<file path="config.mk">
export PLATFORM = sky130hd
export DESIGN_NAME = ffa_ctrl
export DESIGN_NICKNAME = d
export VERILOG_FILES = /design/src/rtl/ffa_pkg.sv /design/src/rtl/ffa_ctrl.sv
export SDC_FILE = /design/constraint.sdc
export NUM_CORES = 1
export LEC_CHECK = 0
export BUFFER_PORTS_ARGS = -buffer_cell sky130_fd_sc_hd__buf_2
export CORE_MARGIN = 2
export CORE_UTILIZATION = 51
export CTS_CLUSTER_DIAMETER = 60
export DETAILED_ROUTE_END_ITERATION = 16
export PLACE_DENSITY = 0.81
export SYNTH_ARGS = -nofsm -noshare
export SYNTH_HDL_FRONTEND = slang
export SYNTH_SLANG_ARGS = --single-unit
</file>
<file path="constraint.sdc">
create_clock -name clk -period 2.48 [get_ports clk]
set_input_delay 0.124 -clock clk [delete_from_list [all_inputs] [get_ports clk]]
set_output_delay 0.124 -clock clk [all_outputs]
set_load 0.02 [all_outputs]
</file>
<file path="src/rtl/ffa_pkg.sv">
`timescale 1ns / 1ps
package ffa_pkg;
  localparam int ARENA_BYTES_DEF  = 65536;
  localparam int MAX_BLOCKS_DEF   = 1024;
  localparam int HEADER_BYTES_DEF = 4;

  localparam logic [1:0] FUNC_ALLOC  = 2'd0;
  localparam logic [1:0] FUNC_RESIZE = 2'd1;
  localparam logic [1:0] FUNC_FREE   = 2'd2;

  localparam logic [1:0] ST_OK      = 2'd0;
  localparam logic [1:0] ST_SPACE   = 2'd1;
  localparam logic [1:0] ST_NOBLOCK = 2'd2;

  // controller commands to the datapath
  typedef struct packed {
    logic load;       // capture request, clear scan index
    logic mul_done;   // capture product
    logic rd;         // issue table read at scan index
    logic step;       // advance scan index
    logic hit_fit;    // remember scan index as fit block
    logic hit_find;   // remember scan index as found block
    logic wr_use;     // write used mark of target
    logic use_val;
    logic use_sel;    // 0 fit block, 1 found block
    logic wr_bytes;   // write size of found block
    logic app;        // append block of need bytes
    logic grow;       // advance fill to new end
    logic need_size;  // need := request size, restart scan index
    logic done;
    logic [1:0] st;
    logic res_fit;    // result offset from fit (1) or found (0)
    logic res_clr;    // result offset zero
    logic zero;
    logic copy;
  } ffa_cmd_t;

  typedef struct packed {
    logic scan_end;    // index reached block total
    logic rd_fit;      // entry read is free and large enough
    logic rd_match;    // entry read starts at request offset
    logic app_ok;      // append of need bytes fits
    logic grow_ok;     // growing found block fits
    logic big_enough;  // found block holds request size
    logic is_last;     // found block ends at fill mark
    logic need_wide;   // product exceeds 16 bits
  } ffa_sts_t;
endpackage

</file>
<file path="src/rtl/ffa_ctrl.sv">
`timescale 1ns / 1ps
module ffa_ctrl (
  input  logic              clk,
  input  logic              rst,
  input  logic              start,
  input  logic [1:0]        func,
  input  ffa_pkg::ffa_sts_t sts,
  output ffa_pkg::ffa_cmd_t cmd,
  output logic              busy,
  output logic              done
);
  import ffa_pkg::*;

  typedef enum logic [8:0] {
    S_IDLE  = 9'b000000001,
    S_MUL   = 9'b000000010,
    S_FIT   = 9'b000000100,
    S_FITC  = 9'b000001000,
    S_FIND  = 9'b000010000,
    S_FINDC = 9'b000100000,
    S_DEC   = 9'b001000000,
    S_MUL2  = 9'b010000000,
    S_OUT   = 9'b100000000
  } state_t;

  state_t state, state_next;
  logic [1:0] op, op_next;
  logic moving, moving_next;
  logic done_next;

  always_ff @(posedge clk) begin
    if (rst) begin
      state <= S_IDLE; op <= FUNC_ALLOC; moving <= 1'b0; done <= 1'b0;
    end else begin
      state <= state_next; op <= op_next; moving <= moving_next; done <= done_next;
    end
  end

  assign busy = (state != S_IDLE);

  always_comb begin
    state_next  = state;
    op_next     = op;
    moving_next = moving;
    done_next   = 1'b0;
    cmd         = '0;
    unique case (state)
      S_IDLE: begin
        if (start) begin
          cmd.load    = 1'b1;
          op_next     = func;
          moving_next = 1'b0;
          unique case (func)
            FUNC_ALLOC:              state_next = S_MUL;
            FUNC_RESIZE, FUNC_FREE:  state_next = S_FIND;
            default: begin
              cmd.done = 1'b1; cmd.st = ST_OK; cmd.res_clr = 1'b1; done_next = 1'b1;
            end
          endcase
        end
      end
      S_MUL: state_next = S_MUL2;  // product registered
      S_MUL2: begin
        cmd.mul_done = 1'b1;
        state_next = S_FIT;
      end
      S_FIT: begin
        if (sts.scan_end) begin
          // no free fit: append
          cmd.done = 1'b1; done_next = 1'b1; state_next = S_IDLE;
          if (sts.app_ok) begin
            cmd.app = 1'b1; cmd.st = ST_OK;
            cmd.zero = !moving; cmd.copy = moving;
          end else begin
            cmd.st = ST_SPACE;
            if (moving) begin
              cmd.wr_use = 1'b1; cmd.use_val = 1'b1; cmd.use_sel = 1'b1;
            end
          end
        end else begin
          cmd.rd = 1'b1; cmd.step = 1'b1; state_next = S_FITC;
        end
      end
      S_FITC: begin
        if (sts.rd_fit) begin
          cmd.hit_fit = 1'b1; state_next = S_OUT;
        end else begin
          state_next = S_FIT;
        end
      end
      S_OUT: begin
        cmd.wr_use = 1'b1; cmd.use_val = 1'b1; cmd.use_sel = 1'b0;
        cmd.done = 1'b1; done_next = 1'b1; cmd.st = ST_OK; cmd.res_fit = 1'b1;
        cmd.zero = !moving; cmd.copy = moving;
        state_next = S_IDLE;
      end
      S_FIND: begin
        if (sts.scan_end) begin
          cmd.done = 1'b1; done_next = 1'b1; cmd.st = ST_NOBLOCK;
          state_next = S_IDLE;
        end else begin
          cmd.rd = 1'b1; cmd.step = 1'b1; state_next = S_FINDC;
        end
      end
      S_FINDC: begin
        if (sts.rd_match) begin
          cmd.hit_find = 1'b1; state_next = S_DEC;
        end else begin
          state_next = S_FIND;
        end
      end
      S_DEC: begin
        if (op == FUNC_FREE) begin
          cmd.wr_use = 1'b1; cmd.use_val = 1'b0; cmd.use_sel = 1'b1;
          cmd.done = 1'b1; done_next = 1'b1; cmd.st = ST_OK;
          state_next = S_IDLE;
        end else if (sts.big_enough) begin
          cmd.done = 1'b1; done_next = 1'b1; cmd.st = ST_OK;
          state_next = S_IDLE;
        end else if (sts.is_last) begin
          cmd.done = 1'b1; done_next = 1'b1; state_next = S_IDLE;
          if (sts.grow_ok) begin
            cmd.grow = 1'b1; cmd.wr_bytes = 1'b1; cmd.st = ST_OK;
          end else begin
            cmd.st = ST_SPACE;
          end
        end else begin
          // move: free old block, then first fit on the new size from entry 0
          cmd.wr_use = 1'b1; cmd.use_val = 1'b0; cmd.use_sel = 1'b1;
          cmd.need_size = 1'b1; cmd.load = 1'b0;
          moving_next = 1'b1;
          state_next = S_FIT;
        end
      end
      default: state_next = S_IDLE;
    endcase
    // no step on the way into the move search
    if (state == S_DEC && state_next == S_FIT) cmd.step = 1'b0;
  end
endmodule

</file>
==> results of run 1 <==
[metrics by stage]
step | instances | setup slack (ps) | hold WS (ps) | area, um2 | utilization, %
3_5_place_dp | 168 | 625 | 374 | 1090 | 63.4
4_1_cts | 172 | 315 | 77.7 | 1120 | 64.9
3_3_place_gp | 168 | 660 | 366 | 1090 | 63.4
2_1_floorplan | 115 | 486 | 196 | 931 | -
6_report | 172 | 321 | 85.9 | 1120 | 64.9
5_1_grt | 172 | 190 | 85.1 | 1120 | 64.9
[report_power, final]
group	internal [W]	total (W)	switching [W]
sequential	0.000218	0.000231	0.0000139
clock	0.0000622	0.000130	0.0000681
combinational	0.0000505	0.000123	0.0000723
[registers in the layout, summed over array words and instances, names as in the netlist]
| signal | flops |
|---|---|
| state | 9 |
| op | 2 |
| done | 1 |
| moving | 1 |
[critical path: cells and delay by family (launching register included)]
kind                   cells  cell delay (ps)
buffers and inverters      1              200
flip-flops                 1              420
AO/OA/AOI/OAI              1              130
AND/OR/NAND/NOR            3             1010
[cell families (layout without fill, tap and decap cells)]
kind of cell | count (synthesis) | in the layout | synth area share (%)
fa+ha+maj | 2 | 2 | 2.69
flops | 13 | 13 | 28.0
simple gates | 62 | 62 | 43.4
compound gates | 19 | 19 | 13.6
xor+xnor | 1 | 1 | 0.941
mux | 4 | 4 | 4.30
buf+inv | 14 | 46 | 7.12
[metal layers]
layer  vias up  global-route usage, %
met5         -                      0
met4         0                   5.00
met3         2                   2.35
met2        16                   36.1
met1       411                   25.2
li1        474                      -
[cell usage in the layout (no fill, tap or decap), types with 2 or more instances in the layout]
cell,n
buf_2,33
dfxtp_1,13
and2_1,4
and3_1,2
nor4_2,2
and4_1,2
nor2_1,17
nand3_1,5
nand2_1,4
mux2i_1,4
ha_1,2
nor2b_1,5
inv_1,9
clkbuf_4,3
a21oi_1,10
nor3_1,5
[cell type report]
class | count | area share [%]
inverter | 9 | 3.01
multi-input combinational | 88 | 53.9
clock buffer | 4 | 2.34
timing repair buffer | 33 | 14.7
tap | 25 | 2.79
sequential | 13 | 23.2
[cells in the mapped netlist, drive strengths merged]
master  count
o21bai      1
or4b        1
nand3       6
and4b       1
nor3b       1
o31ai       1
ha          2
o21a        1
nor2       18
mux2i       4
dfxtp      13
nand2       5
nor2b       5
a21oi      10
xnor2       1
nand4b      2
a31oi       1
and2b       1
nor4b       2
buf         4
o311a       1
clkbuf      1
a211oi      1
and3        2
nand3b      1
and2        4
nor4        3
nor3        6
nand2b      1
inv         9
o21ai       1
and4        2
or2b        1
o32ai       2
[worst paths after layout]
kind / from / to / slack (ps)
min: sts[7] / state[5] / 90
max reg2reg: state[4] / op[1] / 720
min reg2reg: op[0] / op[0] / 510
max: state[7] / cmd[4] / 320
==> impl_results.md, run 1 <==
- Power Total: 0.000485 W
- Die height: 46.7 um
- Initial DRC count: 15
- CTS tree: yes
- Pleak: 0.570 nW
- Setup TNS: 0 ps
- Synth cell types: 44
- Initial antenna violation count: 0
- Area share of the largest cell type after synthesis: 28.0%
- Crit. End Element: output port
- Dominant cells by area after synthesis: dfxtp_1, nor2_1, a21oi_1
- Status: completed
- Synth Register Bits: 13
- Area growth from synthesis to layout: 20.4%
- Period minus WS final: 2160 ps
- CTS buffer count: 3
- Slew HR: 73.9%
- # hold bufs at CTS: 0
- Slowest cell delay on critical path: 510 ps
- Clock Latency Late Sink: 270 ps
- Clock transition at path regs: 80 ps
- Initial core utilization: 53.9%
- CP max FO: 9
- Layout cell share with drive strength beyond 1: 32.7%
- Crit-path slowest cell: or4b_4
- Class of the worst hold path: in -> reg
- Layout Nets: 163
- # diodes: 0
- First-pass iteration count of the detailed router: 4
- Met3 Wirelength: 67 um
- Sequential share of the synthesized area: 28.0%
- Avg Cell Area, Syn: 8.09 um2
- Core area: 1730 um2
- DR WL met2: 1.10 mm
- WL/cell: 12.5 um
- Gpl congestion: 0.844
- Pin count of the biggest net entering global routing: 14
- Critical Path Start Type: flip-flop
- # fillers: 164
- Synth Net Count: 130
- Area occupied by multi-input gates: 604 um2
- Io pins: 35
- RSZ-0062 raised after global routing: false
- Post-CTS Setup Inserts: 0
- R2R depth: 5
- Maximum clock insertion buffer count: 2
- Max-slew violations: 0
- Critical path class: reg -> out
- Number of I/O port buffers: 33
- Synth Warn #: 0
- Slew @ Worst Pin: 388 ps
- Remaining Overflow, GRT: 0
- Final setup fails: 0
- DRC: 0
- Final worst path period share: 87.1%
- Final ANT Viol Nets: 0
- Mapped Area: 931 um2
- Total wire length: 2.15 mm
- Clock H-tree levels: 1
- Final Hold Fails: 0
- Root buffer cell: clkbuf_4
- Post-synth top area cell: dfxtp_1
- Number of global-route vias before repair: 785
- Maximum vdd drop: 0.349 mV
- Hold path cells: 2
- Die X: 46.7 um
- Avg Vias per Cell: 5.25
- Worst Path Arrival: 2040 ps
- F_max: 463 MHz
- Row count: 15
- First-pass GRT wire length: 3.15 mm
- Max cap viols: 0
- Crit path cell chain: nor4b_4 > nand3_2 > or4b_4 > o32ai_2 > buf_2
- # resized after CTS: 0
- Clock sink total: 13
- Die Area: 2180 um2
- Total GRT Usage: 20.0%
- Vias: 903
- Clk_skew: 3.74 ps
- Top layer in use: met4
- Register area: 260 um2
- Post-detail-place hpwl: 1.70 mm
- WL met1: 969 um
- Worst EP required: 2360 ps
- Pwr Density: 432 nW/um2
- Cells after Synth: 115
No activity file was read; power rests on OpenSTA's default activity.
==> run 2, diff against run 1 <==
==> constraint.sdc (replaced) <==
create_clock -name clk -period 2.48 [get_ports clk]
set_input_delay 0.496 -clock clk [delete_from_list [all_inputs] [get_ports clk]]
set_output_delay 0.496 -clock clk [all_outputs]
set_load 0.02 [all_outputs]
==> run 2 against run 1 <==
Clock-buffer cell count unchanged; cell count increased by 1.2%; non-clock buffer count increased by 2; cell area grew 4.8%; maximum frequency down 12%.
==> impl_results.md, run 2 (same netlist as run 1, synthesis figures left out) <==
- Status: completed (unchanged)
- Vias: 922 (was 903)
- Most common cell after layout, fill and taps aside: buf_2 (unchanged)
- Final worst path period share: 98.9% (was 87.1%)
- First-pass GRT wire length: 3.17 mm (was 3.15 mm)
- Crit-path slowest cell: or4b_4 (unchanged)
- Max cap viols: 0 (unchanged)
- Setup slack at placement: 269 ps (was 625 ps)
- Layout Nets: 165 (was 163)
- F_max: 408 MHz (was 463 MHz)
- Root buffer cell: clkbuf_4 (unchanged)
- Die Area: 2180 um2 (unchanged)
- Pwr Density: 424 nW/um2 (was 432 nW/um2)
- Class of the worst hold path: in -> reg (unchanged)
- Clock transition at path regs: 90 ps (was 80 ps)
- Clock Latency Late Sink: 290 ps (was 270 ps)
- Pleak: 0.588 nW (was 0.570 nW)
- Worst Path Arrival: 1960 ps (was 2040 ps)
- Comb power frac: 26.0% (was 25.4%)
- Switching Fraction: 32.5% (was 31.9%)
- Worst EP required: 1980 ps (was 2360 ps)
- Clk pwr share: 27.6% (was 26.9%)
- WL/cell: 11.7 um (was 12.5 um)
- Clock sink total: 13 (unchanged)
- Slew @ Worst Pin: 351 ps (was 388 ps)
- Total GRT Usage: 21.0% (was 20.0%)
- Maximum clock insertion buffer count: 2 (unchanged)
- Io pins: 35 (unchanged)
- Most frequent cells in the layout: buf_2, nor2_1, a21oi_1, dfxtp_1, inv_1 (was buf_2, nor2_1, dfxtp_1, a21oi_1, inv_1)
- Die height: 46.7 um (unchanged)
- Total wire length: 2.04 mm (was 2.15 mm)
- CP max FO: 8 (was 9)
- Biggest register: state (unchanged)
- Largest register FFs: 9 (unchanged)
- Biggest regs: state x9, op x2 (unchanged)
- Avg Vias per Cell: 5.30 (was 5.25)
- Setup ws final: 26.7 ps (was 321 ps)
- Core area: 1730 um2 (unchanged)
- Clock H-tree levels: 1 (unchanged)
- R2R depth: 5 (unchanged)
- # fillers: 161 (was 164)
- Initial antenna violation count: 0 (unchanged)
- Layout cell share with drive strength beyond 1: 37.6% (was 32.7%)
- # diodes: 0 (unchanged)
- Number of I/O port buffers: 33 (unchanged)
- Slew HR: 76.4% (was 73.9%)
- Final Hold Fails: 0 (unchanged)
- Gpl congestion: 0.836 (was 0.844)
- Switching power total: 0.000162 W (was 0.000154 W)
- Sequential power share: 46.4% (was 47.8%)
- Register area: 267 um2 (was 260 um2)
- Maximum vdd drop: 0.319 mV (was 0.349 mV)
- Die X: 46.7 um (unchanged)
- Inst Count DP: 169 (was 168)
- Initial DRC count: 13 (was 15)
- Area occupied by multi-input gates: 629 um2 (was 604 um2)
- CTS buffer count: 3 (unchanged)
- Final setup fails: 0 (unchanged)
- Slowest cell delay on critical path: 510 ps (about the same)
- Clk_skew: 11.8 ps (was 3.74 ps)
- Period minus WS final: 2450 ps (was 2160 ps)
- Number of global-route vias before repair: 756 (was 785)
- Initial core utilization: 53.9% (unchanged)
- CTS tree: yes (unchanged)
- Final ANT Viol Nets: 0 (unchanged)
- Post-detail-place hpwl: 1.62 mm (was 1.70 mm)
- Hold path cells: 2 (unchanged)
- # hold bufs at CTS: 0 (unchanged)
- Row count: 15 (unchanged)
- Final Non-Filler Cells: 174 (was 172)
- First-pass iteration count of the detailed router: 4 (unchanged)
- Pin count of the biggest net entering global routing: 14 (unchanged)
- Critical Path Start Type: flip-flop (unchanged)
- Internal cell power: 0.000336 W (was 0.000330 W)
- Remaining Overflow, GRT: 0 (unchanged)
- Area growth from synthesis to layout: 26.2% (was 20.4%)
- RSZ-0062 raised after global routing: true (was false)
- Crit path cell chain: nor4b_4 > nand3_2 > or4b_4 > o32ai_2 > buf_4 (was nor4b_4 > nand3_2 > or4b_4 > o32ai_2 > buf_2)
- Max-slew violations: 0 (unchanged)
- Critical path class: reg -> out (unchanged)
- Crit. End Element: output port (unchanged)
- DRC: 0 (unchanged)
==> run 2: cell type report <==
type / count / area share [%]
timing repair buffer: 35 / 16.0
tap: 25 / 2.66
multi-input combinational: 88 / 53.6
inverter: 9 / 2.88
clock buffer: 4 / 2.24
sequential: 13 / 22.7
==> run 2: worst paths after layout <==
kind	startpoint	endpoint	slack (ps)
worst max-delay path	state[4]	cmd[4]	30
worst min register to register	op[1]	op[1]	490
worst max register to register	state[8]	op[0]	880
worst min-delay path	sts[7]	state[5]	430
==> run 2: stage by stage <==
stage	TNS [ps]	util, %	hold slack [ps]	power (W)	instance area, um2
final	0	68.0	432	0.000498	1170
after floorplan	0	-	453	0.000322	931
after detailed placement	0	63.8	478	0.000362	1100
after global placement	0	63.8	471	0.000358	1100
after global routing	-92.7	68.0	441	0.000524	1170
after CTS	0	65.6	434	0.000496	1130
==> run 2: power by group through the flow <==
stage	clock [W]	sequential [W]	combinational (W)
floorplan	0	0.000232	0.0000899
global placement	0	0.000235	0.000123
detailed placement	0	0.000236	0.000127
CTS	0.000138	0.000231	0.000128
global route	0.000145	0.000234	0.000145
finish	0.000137	0.000231	0.000129
==> run 2: layer usage <==
layer | GRT usage [%] | routed length (um) | up-vias
li1 | - | - | 473
met1 | 28.9 | 934 | 424
met2 | 31.1 | 989 | 20
met3 | 2.35 | 71 | 5
met4 | 13.3 | 46 | 0
met5 | 0 | 0 | -
==> run 2: repair_timing <==
action | CTS | global route
resized for setup | 3 | 9
pin swaps | 0 | 2
setup endpoints to repair | 8 | 10
buffers inserted | 0 | 1
==> run 2: worst max-delay path, delay by kind of cell (launching register included) <==
| family | cells | cell delay [ps] |
|---|---|---|
| buffers and inverters | 1 | 180 |
| AO/OA/AOI/OAI | 1 | 130 |
| flip-flops | 1 | 390 |
| AND/OR/NAND/NOR | 3 | 960 |
